## config.mk

```make
export PLATFORM = sky130hd
export DESIGN_NAME = base58_encoder
export DESIGN_NICKNAME = d
export VERILOG_FILES = /design/src/rtl/b58e_pkg.sv /design/src/rtl/b58e_ram.sv /design/src/rtl/base58_encoder.sv
export VERILOG_INCLUDE_DIRS = /design/src /design/src/rtl
export SDC_FILE = /design/constraint.sdc
export NUM_CORES = 1
export LEC_CHECK = 0
export BUFFER_PORTS_ARGS = -buffer_cell sky130_fd_sc_hd__buf_2
export CAP_MARGIN = 20
export CORE_AREA = 2 2 191 193
export CTS_CLUSTER_DIAMETER = 200
export DETAILED_ROUTE_END_ITERATION = 12
export DIE_AREA = 0 0 193 195
export PLACE_DENSITY = 0.75
export SETUP_SLACK_MARGIN = 0.15
export SYNTH_ARGS = -nofsm -noshare
export SYNTH_HDL_FRONTEND = slang
export SYNTH_SLANG_ARGS = --single-unit
```

## constraint.sdc

```tcl
create_clock -name i_clk -period 9.3 [get_ports i_clk]
set_input_delay 0.465 -clock i_clk [delete_from_list [all_inputs] [get_ports i_clk]]
set_output_delay 0.465 -clock i_clk [all_outputs]
set_load 0.01 [all_outputs]
```

## src/rtl/base58_encoder_defines.svh

```systemverilog
// ---------------------------------------------------------------------------
// base58_encoder_defines.svh
// Assertion macros shared by the base58 encoder RTL.
// ---------------------------------------------------------------------------
`ifndef BASE58_ENCODER_DEFINES_SVH
`define BASE58_ENCODER_DEFINES_SVH

// Same-cycle implication, checked out of reset
`define B58E_ASSERT_NOW(lbl, ante, cons, msg) \
    lbl: assert property (@(posedge i_clk) disable iff (!i_rst_n) \
        (ante) |-> (cons)) else $error(msg);

// Next-cycle implication, checked out of reset
`define B58E_ASSERT_NEXT(lbl, ante, cons, msg) \
    lbl: assert property (@(posedge i_clk) disable iff (!i_rst_n) \
        (ante) |=> (cons)) else $error(msg);

`endif

```

## src/rtl/b58e_pkg.sv

```systemverilog
// ---------------------------------------------------------------------------
// b58e_pkg
// Types, constants and the alphabet lookup for the base58 encoder.
// ---------------------------------------------------------------------------
`timescale 1ns / 1ps

package b58e_pkg;

    // Input beat: one message byte
    typedef struct packed {
        logic [7:0] data_byte;
        logic       last_byte;
    } t_b58e_in;

    // Output beat: one encoded character
    typedef struct packed {
        logic [6:0] char_code;
        logic       last_char;
        logic       too_long;
    } t_b58e_out;

    // Sequencer states
    typedef enum logic [2:0] {
        ST_IDLE,
        ST_FOLD,
        ST_EXT,
        ST_PRIME,
        ST_EMIT_Z,
        ST_EMIT_D
    } t_b58e_state;

    localparam int unsigned RADIX      = 58;
    localparam int unsigned DIGIT_W    = 6;
    localparam int unsigned CARRY_W    = 9;   // carry never exceeds 256
    localparam int unsigned VALUE_W    = 14;  // digit * 256 + carry < 16384
    // floor(v / 58) == (v * RECIP_MUL) >> RECIP_SHIFT for v < 16384
    localparam int unsigned RECIP_MUL   = 1130;
    localparam int unsigned RECIP_SHIFT = 16;
    localparam int unsigned RECIP_W     = 11;
    localparam logic [6:0]  CHAR_ONE    = 7'h31;

    localparam logic [6:0] ALPHABET [RADIX] = '{
        7'h31, 7'h32, 7'h33, 7'h34, 7'h35, 7'h36, 7'h37, 7'h38, 7'h39,
        7'h41, 7'h42, 7'h43, 7'h44, 7'h45, 7'h46, 7'h47, 7'h48, 7'h4A,
        7'h4B, 7'h4C, 7'h4D, 7'h4E, 7'h50, 7'h51, 7'h52, 7'h53, 7'h54,
        7'h55, 7'h56, 7'h57, 7'h58, 7'h59, 7'h5A,
        7'h61, 7'h62, 7'h63, 7'h64, 7'h65, 7'h66, 7'h67, 7'h68, 7'h69,
        7'h6A, 7'h6B, 7'h6D, 7'h6E, 7'h6F, 7'h70, 7'h71, 7'h72, 7'h73,
        7'h74, 7'h75, 7'h76, 7'h77, 7'h78, 7'h79, 7'h7A
    };

    // Digit to ASCII; codes past the alphabet map to the first symbol
    function automatic logic [6:0] b58e_char(input logic [DIGIT_W-1:0] digit);
        logic [6:0] code;
        code = CHAR_ONE;
        if (digit < DIGIT_W'(RADIX)) begin
            code = ALPHABET[digit];
        end
        return code;
    endfunction

endpackage

```

## src/rtl/b58e_ram.sv

```systemverilog
// ---------------------------------------------------------------------------
// b58e_ram
// Simple dual-port RAM, one write and one registered read per cycle.
// ---------------------------------------------------------------------------
`timescale 1ns / 1ps

module b58e_ram #(
    parameter int WIDTH = 8,
    parameter int DEPTH = 16
) (
    input  logic                     i_clk,
    input  logic                     i_we,
    input  logic [$clog2(DEPTH)-1:0] i_waddr,
    input  logic [WIDTH-1:0]         i_wdata,
    input  logic [$clog2(DEPTH)-1:0] i_raddr,
    output logic [WIDTH-1:0]         o_rdata
);

    logic [WIDTH-1:0] r_mem [DEPTH];
    logic [WIDTH-1:0] r_rdata;

    // Write port and registered read port
    always_ff @(posedge i_clk) begin
        if (i_we) begin
            r_mem[i_waddr] <= i_wdata;
        end
        r_rdata <= r_mem[i_raddr];
    end

    assign o_rdata = r_rdata;

endmodule

```

## src/rtl/base58_encoder.sv

```systemverilog
// Each byte is accepted in idle, folded once over every stored digit, then
//   extended until the carry is zero; a byte beyond MAX_BYTES is only flagged.
// The next byte waits for idle; one divide-by-58 unit on the digit RAM's
//   single read and write ports sets the pace. After the last byte: a prime
//   state, then one character per cycle, registered; results cannot be stalled.
// Reset is synchronous; the digit RAM is not cleared, only the state, counters and flags.
// ---------------------------------------------------------------------------
// base58_encoder
// Byte-serial base58 encoder with a shared mod-58 fold unit over a digit RAM.
// ---------------------------------------------------------------------------
`timescale 1ns / 1ps
`include "base58_encoder_defines.svh"

module base58_encoder
    import b58e_pkg::*;
#(
    parameter int MAX_BYTES = 32
) (
    input  logic      i_clk,
    input  logic      i_rst_n,
    input  logic      start,
    output logic      busy,
    input  t_b58e_in  i_data,
    output logic      o_valid,
    output t_b58e_out o_result
);

    localparam int DIGIT_DEPTH = MAX_BYTES * 138 / 100 + 1;
    localparam int AW          = $clog2(DIGIT_DEPTH);
    localparam int CW          = $clog2(DIGIT_DEPTH + 1);
    localparam int BW          = $clog2(MAX_BYTES + 1);
    localparam int PW          = VALUE_W + RECIP_W;

    t_b58e_state r_state, n_state;

    logic [CW-1:0]      r_dcnt;      // valid digits
    logic [BW-1:0]      r_zcnt;      // leading zero bytes
    logic [BW-1:0]      r_bytes;     // bytes folded this message
    logic               r_in_zp;
    logic               r_ovf;
    logic               r_last;
    logic [CARRY_W-1:0] r_carry;
    logic [AW-1:0]      r_idx;

    logic               r_valid;
    t_b58e_out          r_result;
    logic               n_valid;
    t_b58e_out          n_result;

    // RAM port signals
    logic               ram_we;
    logic [AW-1:0]      ram_waddr;
    logic [DIGIT_W-1:0] ram_wdata;
    logic [AW-1:0]      ram_raddr;
    logic [DIGIT_W-1:0] ram_rdata;

    // Shared divide-by-58 unit
    logic [VALUE_W-1:0] div_in;
    logic [PW-1:0]      div_prod;
    logic [CARRY_W-1:0] div_q;
    logic [VALUE_W-1:0] div_qx58;
    logic [DIGIT_W-1:0] div_r;

    logic accept;
    logic fold_ok;
    logic fold_end;
    logic ext_go;
    logic msg_done;

    assign accept   = start && !busy;
    assign fold_ok  = r_bytes < BW'(MAX_BYTES);
    assign fold_end = (CW'(r_idx) + CW'(1)) == r_dcnt;
    assign ext_go   = (r_carry != '0) && (r_dcnt < CW'(DIGIT_DEPTH));

    b58e_ram #(
        .WIDTH (DIGIT_W),
        .DEPTH (DIGIT_DEPTH)
    ) u_digits (
        .i_clk   (i_clk),
        .i_we    (ram_we),
        .i_waddr (ram_waddr),
        .i_wdata (ram_wdata),
        .i_raddr (ram_raddr),
        .o_rdata (ram_rdata)
    );

    // Value into the fold unit: digit*256 + carry while folding, carry alone on extension
    always_comb begin
        if (r_state == ST_FOLD) begin
            div_in = {ram_rdata, 8'h00} + VALUE_W'(r_carry);
        end else begin
            div_in = VALUE_W'(r_carry);
        end
    end

    // Quotient by reciprocal, remainder by shift-add back-multiply
    assign div_prod = PW'(div_in) * PW'(RECIP_MUL);
    assign div_q    = CARRY_W'(div_prod >> RECIP_SHIFT);
    assign div_qx58 = (VALUE_W'(div_q) << 6) - (VALUE_W'(div_q) << 2)
                    - (VALUE_W'(div_q) << 1);
    assign div_r    = DIGIT_W'(div_in - div_qx58);

    // Next state
    always_comb begin
        n_state = r_state;
        case (r_state)
            ST_IDLE: begin
                if (accept) begin
                    if (fold_ok) begin
                        n_state = (r_dcnt == '0) ? ST_EXT : ST_FOLD;
                    end else if (i_data.last_byte) begin
                        n_state = ST_PRIME;
                    end
                end
            end
            ST_FOLD: begin
                if (fold_end) begin
                    n_state = ST_EXT;
                end
            end
            ST_EXT: begin
                if (!ext_go) begin
                    n_state = r_last ? ST_PRIME : ST_IDLE;
                end
            end
            ST_PRIME: begin
                if (r_zcnt != '0) begin
                    n_state = ST_EMIT_Z;
                end else if (r_dcnt != '0) begin
                    n_state = ST_EMIT_D;
                end else begin
                    n_state = ST_IDLE;
                end
            end
            ST_EMIT_Z: begin
                if (r_zcnt == BW'(1)) begin
                    n_state = (r_dcnt != '0) ? ST_EMIT_D : ST_IDLE;
                end
            end
            ST_EMIT_D: begin
                if (r_dcnt == CW'(1)) begin
                    n_state = ST_IDLE;
                end
            end
            default: n_state = ST_IDLE;
        endcase
    end

    // RAM controls and result beat
    always_comb begin
        ram_we    = 1'b0;
        ram_waddr = r_idx;
        ram_wdata = div_r;
        ram_raddr = '0;
        n_valid   = 1'b0;
        n_result  = '{char_code: CHAR_ONE, last_char: 1'b0, too_long: r_ovf};
        case (r_state)
            ST_IDLE: begin
                ram_raddr = '0;
            end
            ST_FOLD: begin
                ram_we    = 1'b1;
                ram_raddr = fold_end ? '0 : AW'(r_idx + AW'(1));
            end
            ST_EXT: begin
                ram_we    = ext_go;
                ram_waddr = AW'(r_dcnt);
            end
            ST_PRIME, ST_EMIT_Z: begin
                ram_raddr = (r_dcnt == '0) ? '0 : AW'(r_dcnt - CW'(1));
                if (r_state == ST_EMIT_Z) begin
                    n_valid            = 1'b1;
                    n_result.last_char = (r_zcnt == BW'(1)) && (r_dcnt == '0);
                end
            end
            ST_EMIT_D: begin
                ram_raddr = (r_dcnt < CW'(2)) ? '0 : AW'(r_dcnt - CW'(2));
                n_valid            = 1'b1;
                n_result.char_code = b58e_char(ram_rdata);
                n_result.last_char = (r_dcnt == CW'(1));
            end
            default: begin
                ram_raddr = '0;
            end
        endcase
    end

    // State, counters and datapath registers
    always_ff @(posedge i_clk) begin
        if (!i_rst_n) begin
            r_state <= ST_IDLE;
            r_dcnt  <= '0;
            r_zcnt  <= '0;
            r_bytes <= '0;
            r_in_zp <= 1'b1;
            r_ovf   <= 1'b0;
            r_last  <= 1'b0;
            r_valid <= 1'b0;
        end else begin
            r_state <= n_state;
            r_valid <= n_valid;
            case (r_state)
                ST_IDLE: begin
                    if (accept) begin
                        r_last <= i_data.last_byte;
                        if (fold_ok) begin
                            r_bytes <= r_bytes + BW'(1);
                            if (r_in_zp && (i_data.data_byte == 8'h00)) begin
                                r_zcnt <= r_zcnt + BW'(1);
                            end else begin
                                r_in_zp <= 1'b0;
                            end
                        end else begin
                            r_ovf <= 1'b1;
                        end
                    end
                end
                ST_EXT: begin
                    if (ext_go) begin
                        r_dcnt <= r_dcnt + CW'(1);
                    end
                end
                ST_EMIT_Z: begin
                    r_zcnt <= r_zcnt - BW'(1);
                end
                ST_EMIT_D: begin
                    r_dcnt <= r_dcnt - CW'(1);
                end
                default: begin
                    r_last <= r_last;
                end
            endcase
            // Message finished: clear the per-message flags
            if (msg_done) begin
                r_bytes <= '0;
                r_in_zp <= 1'b1;
                r_ovf   <= 1'b0;
            end
        end
    end

    assign msg_done = (n_state == ST_IDLE) &&
                      ((r_state == ST_PRIME) || (r_state == ST_EMIT_Z) ||
                       (r_state == ST_EMIT_D));

    // Carry, digit index and result payload (no reset needed)
    always_ff @(posedge i_clk) begin
        r_result <= n_result;
        case (r_state)
            ST_IDLE: begin
                r_carry <= CARRY_W'(i_data.data_byte);
                r_idx   <= '0;
            end
            ST_FOLD: begin
                r_carry <= div_q;
                r_idx   <= AW'(r_idx + AW'(1));
            end
            ST_EXT: begin
                r_carry <= div_q;
            end
            default: begin
                r_carry <= r_carry;
            end
        endcase
    end

    assign busy     = (r_state != ST_IDLE);
    assign o_valid  = r_valid;
    assign o_result = r_result;

    // Checks
    `B58E_ASSERT_NOW(a_dcnt_range, 1'b1, r_dcnt <= CW'(DIGIT_DEPTH),
        "digit count overflow")
    `B58E_ASSERT_NOW(a_bytes_range, 1'b1, r_bytes <= BW'(MAX_BYTES),
        "byte count overflow")
    `B58E_ASSERT_NEXT(a_emit_strobe,
        (r_state == ST_EMIT_Z) || (r_state == ST_EMIT_D), o_valid,
        "emit without strobe")
    `B58E_ASSERT_NOW(a_last_idle, o_valid && o_result.last_char,
        r_state == ST_IDLE, "not idle after last char")
    `B58E_ASSERT_NOW(a_fold_carry, r_state == ST_FOLD,
        r_carry <= CARRY_W'(256), "fold carry too large")

endmodule
```

==> flow_metrics.py <==
metrics = {
    "route": {
        "viasPerCell": 5.93,
        "detail_route.drc_violations": 0,
        "detailedRoute.firstIterationViolations": 1074,
        "detailroute.via_count": 11100,
        "dr.pass1.iters": 5,
        "wire_per_inst_microns": 19.8,
        "drt-total-wl_microns": 36900,
        "final_antenna_net_count": 0,
    },
    "cells_and_area": {
        "share_of_layout_cells_above_drive_strength_1_pct": 9.82,
        "design.final.nets": 1525,
        "layout-area-overhead-vs-synth_pct": 10.1,
        "insertedDiodeCount": 0,
    },
    "clocking": {
        "clock_tree.htree_level_count": 2,
        "post_cts.resized_instances": 0,
        "ctsLongestPathBuffers": 3,
        "cts_hold_buf": 0,
        "postCtsSetupBuffers": 0,
        "cts_root_buffer": "clkbuf_16",
        "tritoncts": "built",
        "cts.clk_slew.worst_paths_ns": 0.06,
        "number_of_buffers_created_by_cts": 34,
        "clkSinkCount": 325,
        "clk_latency_worst_skew_pair_ns": 0.55,
    },
    "place": {
        "finalWeightedCongestion": 0.832,
        "detailed_place_hpwl_microns": 24200,
        "placement.io_buffers": 22,
    },
    "min_path": {
        "holdCritStartpoint": "i_data[6]",
        "hold_end": "r_carry[5]",
        "min_path_cells": 3,
        "worstHoldPathType": "input pin to register",
    },
    "critical_path": {
        "regToRegStartpoint": "r_state[0]",
        "timing.critical_path.slowest_cell_delay_ns": 0.64,
        "ff2ff_setup_slack_ns": 1.59,
        "crit_arrival_ns": 7.98,
        "regToRegEndpoint": "u_digits.r_mem[15][5]",
        "critical_path.n_buffers_inverters": 5,
        "cp-end-kind": "register",
        "worst-r2r-cell-count": 24,
        "required_ns": 9.57,
        "worstPathMaxFanout": 45,
        "critical_path_start_type": "register",
        "worst_setup_path_class": "register to register",
        "crit_chain": "nor3b_2, buf_4, mux2i_1, inv_1, ha_1, ha_1, fa_1, inv_1, fa_1, fa_1, inv_1, ha_1, nand4_1, or2_2, o221ai_1, o21a_1, nor2_1, xnor2_1, fa_1, ha_1, a21oi_1, xnor2_1, xnor2_2, buf_4",
        "critical_path.top_delay_family": "adder cells",
        "critPathSlowestCell": "dfxtp_1",
    },
    "global_route": {
        "wire_length_of_the_first_global_routing_pass_microns": 59100,
        "grt.total_usage_pct": 19.9,
        "vias_in_the_first_global_route": 10900,
        "grt_max_degree": 61,
        "gr_overflow_total": 0,
        "antenna_found_initial": 1,
    },
    "synthesis": {
        "synth_area_sq_mm": 0.0168,
        "synth_fa_ha_area_share_pct": 11.3,
        "synth_compound_gate_area_share_pct": 11.9,
        "synth_edf_count": 285,
        "synth_top_area_share_pct": 51.0,
        "multiplexer_area_fraction_after_synthesis_pct": 3.27,
        "ys_top_cells_by_count": "285 x edfxtp_1, 128 x nand2_1, 105 x ha_1",
        "largest_family_of_logic_cells_by_synthesized_area": "compound AO/OA/AOI/OAI gates",
        "synth_seq_area_share_pct": 55.7,
        "synth_async_sr_flop_share_pct": 0,
        "distinct_cell_type_count_after_synthesis": 84,
        "yosysWarnings": 0,
        "synthSimpleGateAreaFrac_pct": 11.7,
        "synthCells": 1374,
        "synth_flop_cell": "edfxtp_1",
        "post-synth-top-count-cell": "edfxtp_1",
        "ys_ff_latch": 325,
        "syn-num-nets": 1520,
        "cells_taking_the_most_area_after_synthesis": "edfxtp_1 51%, ha_1 7.8%, dfxtp_1 4.8%, fa_1 3.5%, a211oi_1 3.4%",
        "post_synth.cell_area_avg_sq_um": 12.2,
        "post_synth_xor_area_fraction_pct": 2.37,
        "synth_top_area_cell": "edfxtp_1",
    },
    "timing": {
        "setup_viol_count_final": 0,
        "maxSlewHeadroom_pct": 31.6,
        "final_cycle_utilization_of_the_critical_path_pct": 82.9,
        "timing_max_transition_violations_final": 0,
        "worst_slew_pin_slew_ns": 1.03,
        "timing.setup.tns_ns": 0,
        "rsz0062_at_grt": "no",
        "skew_ns": 0.0260,
        "period_minus_slack_ns": 7.71,
        "hold_viol": 0,
        "max_clock_freq_mhz": 130,
    },
    "floorplanning": {
        "rows": 69,
        "die_area_sq_mm": 0.0376,
        "floorplan.initialDensity_pct": 47.4,
        "ios": 23,
        "die_y_microns": 195,
        "floorplan.core_area_sq_mm": 0.0354,
        "floorplan.die.width_microns": 193,
    },
    "outcome": {
        "outcome": "finished, final reports clean",
    },
    "job": {
        "drv_cap": 0,
    },
}
-- tightest hold or removal path, stage by stage --
cell and delay (ns):
buf_2 0.09, nand2_1 0.04, o31ai_1 0.06
-- kinds of logic after synthesis --
| group | Yosys count |
|---|---|
| DFF | 325 |
| xor gates and xnor gates | 43 |
| and+or+nand+nor | 401 |
| adders and majority gates | 134 |
| muxes | 44 |
| buffers and inverters | 141 |
| AOI/OAI and AO/OA | 286 |
-- per-stage QoR --
stage                     instances  setup slack (ns)  util (%)  hold WS [ns]  area, sq um
after floorplan                1374              1.45         -         0.331        16800
after global placement         1804              1.90      48.8         0.401        17300
after detailed placement       1804              1.64      48.8         0.395        17300
after CTS                      1866              1.60      52.2         0.220        18500
after global routing           1866              1.10      52.2         0.250        18500
final                          1866              1.59      52.2         0.237        18500
-- state kept, by name (all words and copies together), names as in the netlist, 3 cells and up --
name              cells
r_idx                 6
r_zcnt                6
r_dcnt                6
r_state               3
r_bytes               6
u_digits.r_mem      270
r_carry               9
o_result              9
u_digits.o_rdata      6
-- layout by cell type, fill, tap and decap left out, drive strengths merged, types with 40 or more instances in the layout --
cell	instances
nor2	93
inv	73
a21oi	55
clkbuf	41
and3	70
dfxtp	40
nand2	129
a211oi	77
ha	105
edfxtp	285
-- worst max-delay path by stage --
stage,start,to,slack (ns),cells after the start
after detailed placement,r_state[0],u_digits.r_mem[7][5],1.64,24
after global placement,r_state[0],u_digits.r_mem[7][5],1.90,24
final,r_state[0],u_digits.r_mem[15][5],1.59,24
after CTS,r_state[0],u_digits.r_mem[15][5],1.60,24
after floorplan,r_state[2],u_digits.r_mem[0][5],1.45,23
after global routing,r_state[0],u_digits.r_mem[15][5],1.10,25
-- area by class of cell --
type | count | area, sq um
Fill cell | 2922 | 16900
Multi-Input combinational cell | 908 | 6850
Clock buffer | 41 | 908
Sequential cell | 325 | 9360
Inverter | 71 | 267
Timing Repair Buffer | 39 | 238
Tap cell | 461 | 577
Clock inverter | 21 | 299
-- per-layer routing --
layer / vias to the layer above / part of all wire [%] / GRT usage [%]
li1: 5145 / - / -
met1: 5436 / 43 / 27.5
met2: 421 / 48 / 32.8
met3: 68 / 6.6 / 2.89
met4: 2 / 2.4 / 5.78
met5: - / 0.033 / 0
Power is not shown: default switching activity piles up to over one toggle a cycle in this logic, so the estimate is an artifact.
